<file path="src/hw/rtl/stt_pkg.sv">
// Shared types and constants of the software timer table.
// Request/response payload structs, opcodes, and the controller/datapath link.
// No dependencies.
package stt_pkg;

  localparam int unsigned TaskSlotsDef = 8;
  localparam int unsigned TickW        = 32;
  localparam int unsigned IdW          = 8;
  localparam int unsigned SlotFieldW   = 3;
  localparam int unsigned EntryW       = IdW + 2 * TickW;

  localparam logic [1:0] OpTick  = 2'd0;
  localparam logic [1:0] OpStart = 2'd1;
  localparam logic [1:0] OpStop  = 2'd2;

  localparam logic [1:0] KindStart = 2'd0;
  localparam logic [1:0] KindStop  = 2'd1;
  localparam logic [1:0] KindFired = 2'd2;

  localparam logic StatusOk   = 1'b0;
  localparam logic StatusFull = 1'b1;

  typedef struct packed {
    logic [1:0]       op;
    logic [IdW-1:0]   task_id;
    logic [TickW-1:0] ticks;
    logic             run_once;
  } in_req_t;

  typedef struct packed {
    logic [1:0]            kind;
    logic                  status;
    logic [IdW-1:0]        result_id;
    logic [SlotFieldW-1:0] slot;
    logic                  last;
  } out_rsp_t;

  typedef struct packed {
    logic [IdW-1:0]   id;
    logic [TickW-1:0] delay;
    logic [TickW-1:0] rem;
  } entry_t;

  typedef struct packed {
    logic load_item;
    logic tick_inc;
    logic scan_clr;
    logic scan_inc;
    logic alloc;
    logic div_start;
    logic div_step;
    logic ins_commit;
    logic stop_eval;
    logic tick_commit;
    logic push_resp;
    logic push_pend;
  } cmd_t;

  typedef struct packed {
    logic [1:0] op;
    logic       full;
    logic       need_div;
    logic       scan_last;
    logic       div_done;
    logic       tick_block;
    logic       out_free;
    logic       pend_valid;
  } sts_t;

endpackage

</file>
<file path="src/hw/rtl/stt_ram.sv">
// Generic single-write, single-read RAM with registered read data.
// No dependencies.
module stt_ram #(
  parameter int unsigned WIDTH = 8,
  parameter int unsigned DEPTH = 8,
  localparam int unsigned AddrW = (DEPTH > 1) ? $clog2(DEPTH) : 1
) (
  input  logic             clk_i,
  input  logic             we_i,
  input  logic [AddrW-1:0] waddr_i,
  input  logic [WIDTH-1:0] wdata_i,
  input  logic [AddrW-1:0] raddr_i,
  output logic [WIDTH-1:0] rdata_o
);

  logic [WIDTH-1:0] mem_q [DEPTH];
  logic [WIDTH-1:0] rdata_q;

  always_ff @(posedge clk_i) begin
    if (we_i) begin
      mem_q[waddr_i] <= wdata_i;
    end
    rdata_q <= mem_q[raddr_i];
  end

  assign rdata_o = rdata_q;

endmodule

</file>
<file path="src/hw/rtl/stt_ctrl.sv">
// Controller state machine of the software timer table.
// Sequences tick scan, start allocation/division, stop scan and replies.
// Depends on stt_pkg.
module stt_ctrl (
  input  logic          clk_i,
  input  logic          rst_ni,
  input  logic          in_valid_i,
  output logic          in_stall_o,
  input  stt_pkg::sts_t sts_i,
  output stt_pkg::cmd_t cmd_o
);

  typedef enum logic [3:0] {
    StIdle,
    StDecode,
    StTickRd,
    StTickEval,
    StTickFlush,
    StDiv,
    StInsert,
    StStopRd,
    StStopEval,
    StReply
  } state_e;

  state_e state_q, state_d;

  always_comb begin
    state_d = state_q;
    cmd_o   = '0;
    case (state_q)
      StIdle: begin
        if (in_valid_i) begin
          cmd_o.load_item = 1'b1;
          state_d         = StDecode;
        end
      end
      StDecode: begin
        case (sts_i.op)
          stt_pkg::OpTick: begin
            cmd_o.tick_inc = 1'b1;
            cmd_o.scan_clr = 1'b1;
            state_d        = StTickRd;
          end
          stt_pkg::OpStart: begin
            cmd_o.alloc = 1'b1;
            if (sts_i.full) begin
              state_d = StReply;
            end else if (sts_i.need_div) begin
              cmd_o.div_start = 1'b1;
              state_d         = StDiv;
            end else begin
              state_d = StInsert;
            end
          end
          stt_pkg::OpStop: begin
            cmd_o.scan_clr = 1'b1;
            state_d        = StStopRd;
          end
          default: state_d = StIdle;
        endcase
      end
      StTickRd: state_d = StTickEval;
      StTickEval: begin
        if (!sts_i.tick_block) begin
          cmd_o.tick_commit = 1'b1;
          if (sts_i.scan_last) begin
            state_d = StTickFlush;
          end else begin
            cmd_o.scan_inc = 1'b1;
            state_d        = StTickRd;
          end
        end
      end
      StTickFlush: begin
        if (!sts_i.pend_valid) begin
          state_d = StIdle;
        end else if (sts_i.out_free) begin
          cmd_o.push_pend = 1'b1;
          state_d         = StIdle;
        end
      end
      StDiv: begin
        cmd_o.div_step = 1'b1;
        if (sts_i.div_done) begin
          state_d = StInsert;
        end
      end
      StInsert: begin
        cmd_o.ins_commit = 1'b1;
        state_d          = StReply;
      end
      StStopRd: state_d = StStopEval;
      StStopEval: begin
        cmd_o.stop_eval = 1'b1;
        if (sts_i.scan_last) begin
          state_d = StReply;
        end else begin
          cmd_o.scan_inc = 1'b1;
          state_d        = StStopRd;
        end
      end
      StReply: begin
        if (sts_i.out_free) begin
          cmd_o.push_resp = 1'b1;
          state_d         = StIdle;
        end
      end
      default: state_d = StIdle;
    endcase
  end

  always_ff @(posedge clk_i or negedge rst_ni) begin
    if (!rst_ni) begin
      state_q <= StIdle;
    end else begin
      state_q <= state_d;
    end
  end

  assign in_stall_o = (state_q != StIdle);

endmodule

</file>
<file path="src/hw/rtl/stt_datapath.sv">
// Datapath of the software timer table: entry RAM, slot flags, tick count,
// remainder divider, pending fired result and output register.
// Depends on stt_pkg and stt_ram.
module stt_datapath #(
  parameter int unsigned TASK_SLOTS = stt_pkg::TaskSlotsDef,
  localparam int unsigned SlotW = (TASK_SLOTS > 1) ? $clog2(TASK_SLOTS) : 1
) (
  input  logic              clk_i,
  input  logic              rst_ni,
  input  stt_pkg::in_req_t  in_req_i,
  input  stt_pkg::cmd_t     cmd_i,
  output stt_pkg::sts_t     sts_o,
  output logic              out_valid_o,
  input  logic              out_stall_i,
  output stt_pkg::out_rsp_t out_rsp_o
);

  localparam int unsigned TickW   = stt_pkg::TickW;
  localparam int unsigned DivCntW = $clog2(TickW);

  stt_pkg::in_req_t  item_q;
  logic [TickW-1:0]  count_q;
  logic [SlotW-1:0]  scan_q;
  logic [TASK_SLOTS-1:0] used_q, once_q, done_q;
  logic [SlotW-1:0]  alloc_slot_q;
  logic              full_q;
  logic [DivCntW-1:0] div_cnt_q;
  logic [TickW-1:0]  div_rem_q, div_num_q;
  logic              pend_valid_q;
  stt_pkg::out_rsp_t pend_q;
  logic              out_valid_q;
  stt_pkg::out_rsp_t out_q;

  logic [SlotW-1:0]  free_idx;
  logic              full;
  logic              out_free;
  logic              ram_we;
  logic [SlotW-1:0]  ram_waddr;
  stt_pkg::entry_t   ram_wdata, rd_entry;
  logic [stt_pkg::EntryW-1:0] ram_rdata;
  logic              cur_used, cur_once, cur_done, delay_nz;
  logic [TickW-1:0]  rem_inc, rem_new;
  logic              fire_per, fire_once, fire;
  logic [TickW:0]    div_sh, div_sub;
  logic              stop_hit;
  stt_pkg::out_rsp_t fired_rsp, reply_rsp, pend_last_rsp;

  always_comb begin
    free_idx = '0;
    full     = 1'b1;
    for (int i = TASK_SLOTS - 1; i >= 0; i--) begin
      if (!used_q[i]) begin
        free_idx = SlotW'(i);
        full     = 1'b0;
      end
    end
  end

  stt_ram #(
    .WIDTH(stt_pkg::EntryW),
    .DEPTH(TASK_SLOTS)
  ) u_entry_ram (
    .clk_i  (clk_i),
    .we_i   (ram_we),
    .waddr_i(ram_waddr),
    .wdata_i(ram_wdata),
    .raddr_i(scan_q),
    .rdata_o(ram_rdata)
  );

  assign rd_entry  = stt_pkg::entry_t'(ram_rdata);
  assign cur_used  = used_q[scan_q];
  assign cur_once  = once_q[scan_q];
  assign cur_done  = done_q[scan_q];
  assign delay_nz  = (rd_entry.delay != '0);
  assign rem_inc   = TickW'(rd_entry.rem + 1'b1);
  assign rem_new   = ((count_q == '0) || (rem_inc == rd_entry.delay)) ? '0 : rem_inc;
  assign fire_per  = cur_used && !cur_once && delay_nz && (rem_new == '0);
  assign fire_once = cur_used && cur_once && delay_nz && !cur_done
                     && (count_q == rd_entry.delay);
  assign fire      = fire_per || fire_once;
  assign stop_hit  = cur_used && (rd_entry.id == item_q.task_id);

  assign div_sh  = {div_rem_q, div_num_q[TickW-1]};
  assign div_sub = div_sh - {1'b0, item_q.ticks};

  always_comb begin
    ram_we    = cmd_i.ins_commit || (cmd_i.tick_commit && cur_used);
    ram_waddr = cmd_i.ins_commit ? alloc_slot_q : scan_q;
    if (cmd_i.ins_commit) begin
      ram_wdata.id    = item_q.task_id;
      ram_wdata.delay = item_q.ticks;
      ram_wdata.rem   = div_rem_q;
    end else begin
      ram_wdata.id    = rd_entry.id;
      ram_wdata.delay = rd_entry.delay;
      ram_wdata.rem   = rem_new;
    end
  end

  always_comb begin
    fired_rsp.kind      = stt_pkg::KindFired;
    fired_rsp.status    = stt_pkg::StatusOk;
    fired_rsp.result_id = rd_entry.id;
    fired_rsp.slot      = stt_pkg::SlotFieldW'(scan_q);
    fired_rsp.last      = 1'b0;

    reply_rsp.kind      = (item_q.op == stt_pkg::OpStop) ? stt_pkg::KindStop
                                                         : stt_pkg::KindStart;
    reply_rsp.status    = (item_q.op == stt_pkg::OpStart) ? full_q : stt_pkg::StatusOk;
    reply_rsp.result_id = item_q.task_id;
    reply_rsp.slot      = ((item_q.op == stt_pkg::OpStart) && !full_q)
                          ? stt_pkg::SlotFieldW'(alloc_slot_q) : '0;
    reply_rsp.last      = 1'b1;

    pend_last_rsp      = pend_q;
    pend_last_rsp.last = 1'b1;
  end

  assign out_free = !out_valid_q || !out_stall_i;

  always_ff @(posedge clk_i) begin
    if (cmd_i.load_item) begin
      item_q <= in_req_i;
    end
    if (cmd_i.alloc) begin
      alloc_slot_q <= free_idx;
      full_q       <= full;
    end
    if (cmd_i.div_start) begin
      div_num_q <= count_q;
      div_rem_q <= '0;
    end else if (cmd_i.div_step) begin
      div_num_q <= {div_num_q[TickW-2:0], 1'b0};
      div_rem_q <= div_sub[TickW] ? div_sh[TickW-1:0] : div_sub[TickW-1:0];
    end
    if (cmd_i.tick_commit && fire) begin
      pend_q <= fired_rsp;
    end
    if (cmd_i.push_resp) begin
      out_q <= reply_rsp;
    end else if (cmd_i.push_pend) begin
      out_q <= pend_last_rsp;
    end else if (cmd_i.tick_commit && fire && pend_valid_q) begin
      out_q <= pend_q;
    end
  end

  always_ff @(posedge clk_i or negedge rst_ni) begin
    if (!rst_ni) begin
      count_q      <= '0;
      scan_q       <= '0;
      div_cnt_q    <= '0;
      used_q       <= '0;
      once_q       <= '0;
      done_q       <= '0;
      pend_valid_q <= 1'b0;
      out_valid_q  <= 1'b0;
    end else begin
      if (cmd_i.tick_inc) begin
        count_q <= TickW'(count_q + 1'b1);
      end
      if (cmd_i.scan_clr) begin
        scan_q <= '0;
      end else if (cmd_i.scan_inc) begin
        scan_q <= SlotW'(scan_q + 1'b1);
      end
      if (cmd_i.div_start) begin
        div_cnt_q <= '0;
      end else if (cmd_i.div_step) begin
        div_cnt_q <= DivCntW'(div_cnt_q + 1'b1);
      end
      if (cmd_i.ins_commit) begin
        used_q[alloc_slot_q] <= 1'b1;
        once_q[alloc_slot_q] <= item_q.run_once;
        done_q[alloc_slot_q] <= 1'b0;
      end
      if (cmd_i.stop_eval && stop_hit) begin
        used_q[scan_q] <= 1'b0;
        done_q[scan_q] <= 1'b0;
      end
      if (cmd_i.tick_commit && fire_once) begin
        done_q[scan_q] <= 1'b1;
      end
      if (cmd_i.tick_commit && fire) begin
        pend_valid_q <= 1'b1;
      end else if (cmd_i.push_pend) begin
        pend_valid_q <= 1'b0;
      end
      if (cmd_i.push_resp || cmd_i.push_pend || (cmd_i.tick_commit && fire && pend_valid_q)) begin
        out_valid_q <= 1'b1;
      end else if (!out_stall_i) begin
        out_valid_q <= 1'b0;
      end
    end
  end

  assign sts_o.op         = item_q.op;
  assign sts_o.full       = full;
  assign sts_o.need_div   = !item_q.run_once && (item_q.ticks != '0);
  assign sts_o.scan_last  = (scan_q == SlotW'(TASK_SLOTS - 1));
  assign sts_o.div_done   = (div_cnt_q == DivCntW'(TickW - 1));
  assign sts_o.tick_block = fire && pend_valid_q && !out_free;
  assign sts_o.out_free   = out_free;
  assign sts_o.pend_valid = pend_valid_q;

  assign out_valid_o = out_valid_q;
  assign out_rsp_o   = out_q;

`ifndef SYNTHESIS
  a_push_needs_room: assert property (@(posedge clk_i) disable iff (!rst_ni)
    (cmd_i.push_resp || cmd_i.push_pend) |-> out_free)
    else $error("response pushed into an occupied output register");

  a_fire_no_overwrite: assert property (@(posedge clk_i) disable iff (!rst_ni)
    (cmd_i.tick_commit && fire && pend_valid_q) |-> out_free)
    else $error("fired result would overwrite the output register");

  a_reply_no_pend: assert property (@(posedge clk_i) disable iff (!rst_ni)
    cmd_i.push_resp |-> !pend_valid_q)
    else $error("reply issued while a fired result is pending");

  a_rem_in_range: assert property (@(posedge clk_i) disable iff (!rst_ni)
    (cmd_i.ins_commit && !item_q.run_once && (item_q.ticks != '0))
    |-> (div_rem_q < item_q.ticks))
    else $error("start remainder not below its period");

  a_insert_one_slot: assert property (@(posedge clk_i) disable iff (!rst_ni)
    cmd_i.ins_commit |=> ($countones(used_q) == $past($countones(used_q)) + 1))
    else $error("start did not take exactly one free slot");
`endif

endmodule

</file>
<file path="src/hw/rtl/software_timer_table.sv">
// Top level of the software timer table: controller plus datapath.
// Depends on stt_pkg, stt_ctrl, stt_datapath.
//
//   port group   direction  payload     transfer when
//   in_*         request    in_req_i    in_valid_i && !in_stall_o
//   out_*        response   out_rsp_o   out_valid_o && !out_stall_i
//
// Requests are taken one at a time; a finished response may wait in the output register.
// Tick and stop scan all slots, one entry RAM read each; a tick writes back used entries.
// Start: a full table replies directly, a one-shot or zero delay entry is inserted, a
// periodic one after a bit-serial tick count remainder; an unused opcode gets no reply.
// Reset clears the slot flags and tick count at once; no clearing pass.
// A stalled output holds the tick scan, its flush or the reply until the register frees.
module software_timer_table #(
  parameter int unsigned TASK_SLOTS = stt_pkg::TaskSlotsDef
) (
  input  logic              clk_i,
  input  logic              rst_ni,
  input  logic              in_valid_i,
  output logic              in_stall_o,
  input  stt_pkg::in_req_t  in_req_i,
  output logic              out_valid_o,
  input  logic              out_stall_i,
  output stt_pkg::out_rsp_t out_rsp_o
);

  stt_pkg::cmd_t cmd;
  stt_pkg::sts_t sts;

  stt_ctrl u_ctrl (
    .clk_i     (clk_i),
    .rst_ni    (rst_ni),
    .in_valid_i(in_valid_i),
    .in_stall_o(in_stall_o),
    .sts_i     (sts),
    .cmd_o     (cmd)
  );

  stt_datapath #(
    .TASK_SLOTS(TASK_SLOTS)
  ) u_datapath (
    .clk_i      (clk_i),
    .rst_ni     (rst_ni),
    .in_req_i   (in_req_i),
    .cmd_i      (cmd),
    .sts_o      (sts),
    .out_valid_o(out_valid_o),
    .out_stall_i(out_stall_i),
    .out_rsp_o  (out_rsp_o)
  );

endmodule
</file>
<file path="config.mk">
export PLATFORM = sky130hd
export DESIGN_NAME = software_timer_table
export DESIGN_NICKNAME = d
export VERILOG_FILES = /design/src/hw/rtl/stt_pkg.sv /design/src/hw/rtl/stt_ram.sv /design/src/hw/rtl/stt_ctrl.sv /design/src/hw/rtl/stt_datapath.sv /design/src/hw/rtl/software_timer_table.sv
export SDC_FILE = /design/constraint.sdc
export NUM_CORES = 1
export LEC_CHECK = 0
export BUFFER_PORTS_ARGS = -buffer_cell sky130_fd_sc_hd__buf_2
export CAP_MARGIN = 20
export CORE_MARGIN = 8
export CORE_UTILIZATION = 50
export DETAILED_ROUTE_END_ITERATION = 10
export PLACE_DENSITY_LB_ADDON = 0.2
export SYNTH_ARGS = -nofsm -noshare
export SYNTH_HDL_FRONTEND = slang
export SYNTH_SLANG_ARGS = --single-unit
</file>
<file path="constraint.sdc">
create_clock -name clk_i -period 10.9 [get_ports clk_i]
set_input_delay 2.18 -clock clk_i [delete_from_list [all_inputs] [get_ports clk_i]]
set_output_delay 2.18 -clock clk_i [all_outputs]
set_load 0.01 [all_outputs]
</file>
* Word level (Yosys, flattened, before mapping) *
Memories as Yosys holds them, arrays and structs flattened. A register that Yosys moved wholly into a read port is not among the register bits.
Index checks and enable logic that the tools add are counted.
W data, S select, Z words.

storage, ports and cells
  ROM bits = 0
  memories = 1
  bits in latches = 0
  flip-flop bits (word level) = 207
  memory bits (writable) = 576
  input port bits = 47
  output and inout port bits = 17
  word-level logic and storage cells = 196

memories
  name                          words  width  read ports  clocked after Yosys merged registers in  write ports  line           RTL
  u_datapath.u_entry_ram.mem_q  8      72     1           1                                        1            stt_ram.sv:16  logic [WIDTH-1:0] mem_q [DEPTH];

operators by class
  div/mod/pow operators = 0
  add/sub/neg operators = 5
  bitwise gates (word level) = 7
  muxes and demuxes = 85
  magnitude comparators = 4
  reductions and logical operators = 48
  multiply operators = 0
  eq/ne operators = 20
  shift operators = 0

operators with widths
  kind                     number
  $mux W32                 4
  $mux W72                 1
  $add A32 B1 Y32 const B  2
  $eq A32 B32 Y1           2
  $logic_not A32 Y1        2
  $reduce_bool A32 Y1      2
  $mux W15                 3
  $mux W8                  5
  $pmux W4 S10             1
  $mux W1                  39
  $sub A33 B32 Y33         1
  $mux W4                  7
  $mux W3                  9
  $and A8 B8 Y8            3
  $logic_and A1 B1 Y1      19
  $eq A4 B3 Y1 const B     4
  $not A8 Y8               2
  $or A8 B8 Y8             2
  $mux W2                  6
  $pmux W4 S3              1
  $mux W5                  2
  $bmux W1 S3              3
  $bwmux W8                1
  $eq A4 B2 Y1 const B     2
  26 further kinds         46

* Logic depth before layout (Yosys ltp) *
Gate-level depths: netlist of the first run.

  depth after elaboration = 16
  gate-level depth with buffers = 15
  depth with buffers taken out = 13

* Cells and area by module *
From an unflattened synthesis of the first run, not the netlist that was laid out.

second synthesis, totals
  cells, all modules = 2401
  area total of the unflattened synthesis = 37682.4 µm²

by module, submodules not included
  module        cells an instance  area each (µm²)  instances  seq. area each (µm²)
  stt_ram       917                23368.7          1          18738.0
  stt_datapath  1416               13789.5          1          5435.2
  stt_ctrl      68                 524.3            1          100.1

* Worst setup path before layout of the first run *
No wires, ideal clock.

  kind = input port to flip-flop
  from = input out_stall_i
  to = memory u_datapath.u_entry_ram.mem_q[0][0] (netlist name) (enable)
  data required time = 10.299 ns
  path slack = 2.491 ns
  stages on the path = 5
  arrival = 7.807 ns
  buffers on the path = 1
  setup time = 0.601 ns
  path through = and2_1 > clkbuf_1 > nand2_1 > o21ai_1 > o21ai_0

between the ends
  word-level cells in the longest chain between the ends = 10

RTL lines
  item                           line                        RTL
  start, declared                software_timer_table.sv:23  input logic out_stall_i,
  $logic_not A1 Y1               stt_datapath.sv:120         assign out_free = !out_valid_q || !out_stall_i;
  $logic_or A1 B1 Y1             stt_datapath.sv:120
  $logic_not A1 Y1               stt_datapath.sv:203         assign sts_o.tick_block = fire && pend_valid_q && !out_free;
  $logic_and A1 B1 Y1            stt_datapath.sv:203
  $mux W1                        stt_ctrl.sv:65              if (!sts_i.tick_block) begin
  $mux W1                        stt_ctrl.sv:31              case (state_q)
  $logic_and A1 B1 Y1            stt_datapath.sv:88          ram_we = cmd_i.ins_commit || (cmd_i.tick_commit && cur_used);
  $logic_or A1 B1 Y1             stt_datapath.sv:88
  $mux W1                        stt_ram.sv:20               if (we_i) begin
  $mux W1 (implied by the code)  stt_ram.sv:21               mem_q[waddr_i] <= wdata_i;
  end, declared                  stt_ram.sv:16

Every way passes these cells.

* Final worst setup path of the first run *
  from = register u_datapath.u_entry_ram.rdata_q[4] (netlist: u_datapath.u_entry_ram.rdata_o[4]) (read register of u_datapath.u_entry_ram.mem_q)
  to = memory u_datapath.u_entry_ram.mem_q[1][27] (netlist name) (enable)

between the ends
  word-level cells in the longest chain between the ends = 15

RTL lines
  item                                 line                 RTL
  start, declared                      stt_ram.sv:17        logic [WIDTH-1:0] rdata_q;
  $add A32 B1 Y32 *                    stt_datapath.sv:76   assign rem_inc = TickW'(rd_entry.rem + 1'b1);
  $eq A32 B32 Y1                       stt_datapath.sv:77   assign rem_new = ((count_q == '0) || (rem_inc == rd_entry.delay)) ? '0 : rem_inc;
  $logic_or A1 B1 Y1                   stt_datapath.sv:77
  $mux W32 *                           stt_datapath.sv:77
  $logic_not A32 Y1 *                  stt_datapath.sv:78   assign fire_per = cur_used && !cur_once && delay_nz && (rem_new == '0);
  $logic_and A1 B1 Y1 *                stt_datapath.sv:78
  $logic_or A1 B1 Y1 *                 stt_datapath.sv:81   assign fire = fire_per || fire_once;
  $logic_and A1 B1 Y1 * (2 in series)  stt_datapath.sv:203
  $mux W1 *                            stt_ctrl.sv:65
  $mux W1 *                            stt_ctrl.sv:31
  $logic_and A1 B1 Y1 *                stt_datapath.sv:88
  $logic_or A1 B1 Y1 *                 stt_datapath.sv:88
  $mux W1 *                            stt_ram.sv:20
  $mux W1 (implied by the code) *      stt_ram.sv:21

Mark *: on every way between the ends. The rest lies on a longest branch, timed or not.

==> results.md, run 1 <==
- Initial core utilization: 0.5035
- CP max FO: 50
- Avg Cell Area, Syn: 13.35 um^2
- Clock transition at the registers of the reported paths: 0.06 ns
- Flops & latches, synth: between 800 and 900
- Seq pwr share: 0.460
- Max-Cap Viols: 0
- Routed vias/inst: between 6 and 7
- CP Capture Type: register
- Worst-skew pair later-pin latency: 0.64 ns
- Mapped Cells: around 2700
- Initial antenna violation count: 3
- Share of cells above drive strength 1: 0.1204
- Vias in the first global route: 23710
- Via count: between 20000 and 25000
- DR pass1 iterations: 6
- Worst Skew: about 0.028 ns
- Syn_nets: roughly 2800
- Yosys warns: 0
- Final setup margin: 4.755 ns
- Hold_ws: 0.4618 ns
- Pre-CTS WS: 4.844 ns
- Row count: 98
- Ys flop type: edfxtp_1
- Sw Pwr: roughly 3.6 mW
- Num CTS Buffers: 86
- Clock power share: 0.290
- Worst path arrival time: ~6.4 ns
- Final Hold Fails: 0
- Maximum vdd drop: roughly 0.17 mV
- CTS tree: done
- CP startpoint kind: register
- Post CTS Setup Buffer Count: 0
- Initial DRC count: around 2600
- Cell Pwr Density: 265.7 nW/um^2
- Sw Share: 0.3371
- CTS HTree Levels: 3
- Number of remaining DRC errors: 0
- Clock Path Buffers: 3
- Worst-Margin Slew: between 1 and 1.5 ns
- Tot Pwr: between 10 and 15 mW
- Fillers: between 5000 and 6000
- IO Pins: 64
- Pin count of the biggest net entering global routing: 71
- Min-Delay Path Class: reg -> reg
- IO buf count: between 60 and 70
- Critical path type: reg -> reg
- WL/cell: ~27 um
- EDFF count, synth: between 600 and 700
- Synthesis-to-finish area growth: 12.47%
- Synth unique cells: 90
- Combinational share of power: 0.250
- WL final: slightly above 100000 um
- Post-DP HPWL: approximately 65000 um
- Outcome: completed
- First-pass GRT wire length: 152600 um
- Die X: about 280 um
- RSZ-0062 raised after global routing: false
- Rel. slew slack: 0.2051
- Post-place instance area: 37280 um^2
- Slew Limit Fails: 0
- Final ANT Viol Nets: 0
- Gr ovfl total: 0
- Min Clock Period, post-route: a little over 6 ns
- P_int: a little over 7 mW
- Die area: between 80000 and 90000 um^2
- Final setup vio count: 0
- Fmax: ~0.16 GHz
- Antenna fix cells: 0
- GR Util All Layers: 0.2476
- Sink Count: between 800 and 900
- Hold-fix buffers at CTS: 0
- Post-CTS resize count: 0
- Nets@finish: 2821
- Clock root buffer: clkbuf_16
- Sequential area share after synthesis: 0.6756
- Ys async rst share: 0.08187
- Setup_tns: 0 ns
- Routability-driven placement congestion ratio: 0.9570
- Die Height: 284.1 um
- Core box area: ~71000 um^2
- Netlist Area Pre-Place: between 30000 and 40000 um^2
- Leakage: between 10 and 15 nW
- Tcrit/Tclk final: 0.5637
- Worst path required time: between 10 and 15 ns
- Design area: roughly 40000 um^2
## cell families after synthesis
logic type / Yosys count / synth area share
flip-flops: 855 / 0.6756
AND/OR/NAND/NOR: 725 / 0.1070
AO/OA/AOI/OAI: 637 / 0.1221
buffers and inverters: 225 / 0.02487
XOR/XNOR: 151 / 0.03883
multiplexers: 58 / 0.01745
adder cells (fa/ha/maj): 40 / 0.01414
## area by class of cell
type / count / area [um^2] / area share
flip-flops and latches: 855 / 24270 / 0.6007
multi-input cells: 1611 / 10910 / 0.2700
clock buffers: 120 / 2436 / 0.06029
well taps: 950 / 1189 / 0.02942
repair buffers: 120 / 775.7 / 0.01920
clock inverters: 42 / 596.8 / 0.01477
inverters: 60 / 225.2 / 0.005574
## final timing paths
kind,start,end,slack [ns],cells after the start
min reg2reg,u_datapath.u_entry_ram.mem_q[4][26],u_datapath.u_entry_ram.rdata_o[26],0.46,2
max in group asynchronous,rst_ni,u_datapath.count_q[24],8.51,2
max,u_datapath.u_entry_ram.rdata_o[4],u_datapath.u_entry_ram.mem_q[1][27],4.76,12
max reg2reg,u_datapath.u_entry_ram.rdata_o[4],u_datapath.u_entry_ram.mem_q[1][27],4.76,12
min in group asynchronous,rst_ni,u_datapath.once_q[6],1.77,2
min,u_datapath.u_entry_ram.mem_q[4][26],u_datapath.u_entry_ram.rdata_o[26],0.46,2
## synthesized netlist by cell type, drive strengths merged (8+ instances only)
master / instances / area [um^2]
edfxtp: 680 / 20420
a22oi: 301 / 2260
nand2: 217 / 814.5
o21ai: 143 / 715.7
clkbuf: 123 / 461.7
nand4: 118 / 774.5
dfxtp: 105 / 2102
xnor2: 93 / 814.5
nand3: 81 / 405.4
nor2: 80 / 316.5
dfrtp: 70 / 1752
inv: 60 / 225.2
xor2: 53 / 464.2
a21oi: 47 / 239.0
nor4: 47 / 321.5
buf: 42 / 206.5
ha: 39 / 488.0
mux2: 37 / 416.7
nor3: 36 / 195.2
nand2b: 25 / 156.4
a21o: 24 / 180.2
mux2i: 21 / 210.2
nor2b: 21 / 131.4
and2: 19 / 118.9
and3: 16 / 100.1
a22o: 13 / 113.9
or3: 12 / 75.07
a31oi: 11 / 68.82
o211ai: 11 / 82.58
and4: 10 / 87.58
o22ai: 9 / 56.30
or2: 9 / 56.31
o21a: 8 / 60.06
o31ai: 8 / 60.06
## worst max-delay path: stages (launching register included)
cell     delay (ns)
dfxtp_1        0.54
nand4_1        0.52
or4_1          1.01
nor3_1         0.40
xnor2_1        0.22
nand4_1        0.15
nor2_1         0.06
a311o_1        0.42
o21ai_1        0.34
o21ai_1        0.14
buf_4          0.23
o21ai_4        0.78
buf_4          0.80
## placed cells by master (no fill, tap or decap), types with 49 or more instances in the layout
master | Yosys | layout
edfxtp_1 | 680 | 680
a22oi_1 | 301 | 301
nand2_1 | 217 | 217
o21ai_0 | 140 | 132
nand4_1 | 115 | 115
dfxtp_1 | 105 | 105
xnor2_1 | 93 | 93
clkbuf_16 | 0 | 91
nand3_1 | 81 | 81
nor2_1 | 79 | 74
dfrtp_1 | 70 | 70
buf_2 | 15 | 63
inv_1 | 60 | 60
xor2_1 | 53 | 53
buf_4 | 4 | 49
## stage by stage
stage          utilization  std cells
6_report            0.5662       3758
3_5_place_dp        0.5224       3588
2_1_floorplan            -       2691
4_1_cts             0.5649       3750
5_1_grt             0.5662       3758
3_3_place_gp        0.5223       3587
## state kept, by name, indices dropped and copies added, names as in the netlist, 2 cells and up
register                        count
u_datapath.used_q                   8
u_datapath.once_q                   8
u_datapath.sts_o                    2
u_datapath.u_entry_ram.rdata_o     72
u_datapath.div_rem_q               32
u_datapath.done_q                   8
u_datapath.count_q                 32
u_ctrl.state_q                      4
u_datapath.out_rsp_o               15
u_datapath.u_entry_ram.mem_q      576
u_datapath.pend_last_rsp           11
u_datapath.div_cnt_q                5
u_datapath.alloc_slot_q             3
u_datapath.scan_q                   3
u_datapath.div_num_q               32
u_datapath.item_q                  41
## routing by layer
layer	up-vias	track usage	routed length (um)
met5	-	0	0
met4	0	0.1011	4503
met3	224	0.04261	7382
met2	1076	0.4080	49060
met1	11900	0.3253	41710
li1	10520	-	-
## power groups by stage
stage | logic, mW | clock network, mW | registers (mW)
5_1_grt | 2.92 | 3.28 | 4.98
6_report | 2.68 | 3.11 | 4.94
3_3_place_gp | 2.59 | 0 | 4.98
4_1_cts | 2.64 | 3.15 | 4.93
3_5_place_dp | 2.63 | 0 | 4.99
2_1_floorplan | 1.86 | 0 | 4.64
No activity file was read; power rests on OpenSTA's default activity.
==> inputs of run 2 (changes only) <==
==> constraint.sdc (replaced) <==
create_clock -name clk_i -period 5.6 [get_ports clk_i]
set_input_delay 1.12 -clock clk_i [delete_from_list [all_inputs] [get_ports clk_i]]
set_output_delay 1.12 -clock clk_i [all_outputs]
set_load 0.01 [all_outputs]
==> run 2 against run 1 <==
Clock-buffer cell count rose by 9; sequential power rose by 94%; critical path type unchanged; critical path depth rose by 1; fmax rose by 17%; clock power rose by 97%; routed wire length rose by 1.2%; critical endpoint is now u_datapath.u_entry_ram.mem_q[7][4].
==> results.md, run 2 (same netlist as run 1, synthesis figures left out) <==
- Fmax: 0.1901 GHz (+17%)
- Final setup vio count: 0 (unchanged)
- Cell Pwr Density: 518.8 nW/um^2 (+95%)
- Most frequent cells in the layout: edfxtp_1, a22oi_1, nand2_1
- CP max FO: 42 (-16%)
- Initial core utilization: 0.5035 (unchanged)
- Reg-to-Reg Start: u_datapath.u_entry_ram.rdata_o[0]
- Nets@finish: 2831 (+0.35%)
- Clock root buffer: clkbuf_16
- GR Util All Layers: 0.2490 (+0.001373)
- IO Pins: 64 (unchanged)
- Delay-heaviest family, CP: simple AND/OR/NAND/NOR gates
- Gr ovfl total: 0 (unchanged)
- Hold-fix buffers at CTS: 0 (unchanged)
- Leakage: 13.99 nW (+0.52%)
- CP startpoint kind: register
- Worst path required time: 5.90 ns (-5.25 ns)
- Tcrit/Tclk final: 0.9392 (+0.3754)
- Worst-path cell chain: ha_1 > nand3_1 > or4_1 > o21ai_0 > o2111ai_1 > nor4_1 > nand4_1 > nor4_4 > o21ai_1 > o21ai_1 > buf_4 > o21ai_4 > buf_4
- Crit-path max cell delay: 0.80 ns (-0.21 ns)
- Worst-Margin Slew: 1.130 ns (-0.04985 ns)
- WP buf/inv: 2 (unchanged)
- Clock Path Buffers: 3 (unchanged)
- Critical path depth in cells: 13 (+1)
- Outcome: completed
- Biggest register: u_datapath.u_entry_ram.mem_q
- Sink Count: 855 (unchanged)
- CP max-delay cell: or4_1
- Die area: 80690 um^2 (unchanged)
- Vias in the first global route: 23300 (-1.8%)
- IO buf count: 63 (unchanged)
- CP Capture Type: register
- Die Height: 284.1 um (unchanged)
- HP Start: u_datapath.u_entry_ram.mem_q[4][48]
- WHS Endpoint: u_datapath.u_entry_ram.rdata_o[48]
- Most common cell after layout, fill and taps aside: edfxtp_1
- Routed vias/inst: 6.297 (-0.23%)
- First-pass GRT wire length: 152900 um (+0.14%)
- Row count: 98 (unchanged)
- Antenna fix cells: 0 (unchanged)
- Synthesis-to-finish area growth: 12.97%
- Hold Path Depth: 2 (unchanged)
- WL/cell: 27.54 um (+0.81%)
- Pre-CTS WS: 0.4735 ns (-4.371 ns)
- Post-DP HPWL: 66790 um (+2.0%)
- RR Endpoint: u_datapath.u_entry_ram.mem_q[7][4]
- CTS HTree Levels: 3 (unchanged)
- Routability-driven placement congestion ratio: 0.9906 (+3.5%)
- Initial DRC count: 2430 (-5.2%)
- RSZ-0062 raised after global routing: false
- Hold_ws: 0.4716 ns (+0.009780 ns)
- Min-Delay Path Class: reg -> reg
- Via count: 23750 (+0.12%)
- Final ANT Viol Nets: 0 (unchanged)
- Worst-skew pair later-pin latency: 0.67 ns (+0.03 ns)
- Initial antenna violation count: 0 (-3)
- Min Clock Period, post-route: 5.259 ns (-0.8854 ns)
- Number of remaining DRC errors: 0 (unchanged)
- Worst path arrival time: 5.56 ns (-0.83 ns)
- Core box area: 71360 um^2 (unchanged)
- Pin count of the biggest net entering global routing: 73 (+2.8%)
- Die X: 284.1 um (unchanged)
- Final Hold Fails: 0 (unchanged)
- Post CTS Setup Buffer Count: 0 (unchanged)
- Share of cells above drive strength 1: 0.1237 (+0.003345)
- Post-CTS resize count: 0 (unchanged)
- Critical path type: reg -> reg
- DR pass1 iterations: 6 (unchanged)
- CTS tree: done
- Reg2Reg Depth: 13 (+1)
- Worst Skew: 0.02985 ns (+0.001902 ns)
- WL final: 103800 um (+1.2%)
- Slew Limit Fails: 0 (unchanged)
- Maximum vdd drop: 0.3142 mV (+90%)
- Clock transition at the registers of the reported paths: 0.06 ns (about the same)
- R2r setup slk: 0.34 ns (-4.41 ns)
- Largest register FFs: 576 (unchanged)
- Max-Cap Viols: 0 (unchanged)
- Rel. slew slack: 0.2387 (+0.03358)
- Final setup margin: 0.3406 ns (-4.415 ns)
- Num CTS Buffers: 89 (+3.5%)
[run 2: cell type report]
cell class	instances	area [um^2]
clock buffers	129	2509
clock inverters	39	593.1
fillers	5698	30780
inverters	60	225.2
multi-input cells	1611	10910
flip-flops and latches	855	24270
well taps	950	1189
repair buffers	127	883.3
[run 2: power by group]
part / total [mW] / internal (mW) / switching [mW]
registers: 9.59 / 8.51 / 1.08
logic: 5.34 / 1.74 / 3.60
clock network: 6.13 / 3.62 / 2.50
[run 2: worst max path at each step]
stage | from | end | slack [ns]
2_1_floorplan | u_datapath.u_entry_ram.rdata_o[7] | u_datapath.u_entry_ram.mem_q[0][0] | -0.82
4_1_cts | u_datapath.u_entry_ram.rdata_o[0] | u_datapath.u_entry_ram.mem_q[5][52] | 0.39
3_3_place_gp | u_datapath.u_entry_ram.rdata_o[0] | u_datapath.u_entry_ram.mem_q[3][13] | 0.62
6_report | u_datapath.u_entry_ram.rdata_o[0] | u_datapath.u_entry_ram.mem_q[7][4] | 0.34
3_5_place_dp | u_datapath.u_entry_ram.rdata_o[0] | u_datapath.u_entry_ram.mem_q[3][49] | 0.47
5_1_grt | u_datapath.u_entry_ram.rdata_o[0] | u_datapath.u_entry_ram.mem_q[3][52] | 0.15
[run 2: metrics by stage]
step           instances  TNS, ns  area, um^2  power [mW]  utilization
3_5_place_dp        3598        0       37430       14.94       0.5246
2_1_floorplan       2691  -473.25       35930       12.63            -
3_3_place_gp        3598        0       37430       14.84       0.5246
5_1_grt             3771        0       40590       21.87       0.5687
6_report            3771        0       40590       21.06       0.5687
4_1_cts             3766        0       40540       21.05       0.5680
[run 2: routing by layer]
layer | track usage | up-vias | wire length (um)
met1 | 0.3254 | 11930 | 41790
li1 | - | 10530 | -
met2 | 0.4115 | 1088 | 50070
met5 | 0 | - | 0
met4 | 0.1082 | 0 | 4642
met3 | 0.03934 | 200 | 7339
[run 2: tightest hold or removal path, delay by kind of cell (launching register included)]
family / cells / cell delay (ns)
compound gates: 1 / 0.06
flops: 1 / 0.32
simple gates: 1 / 0.06
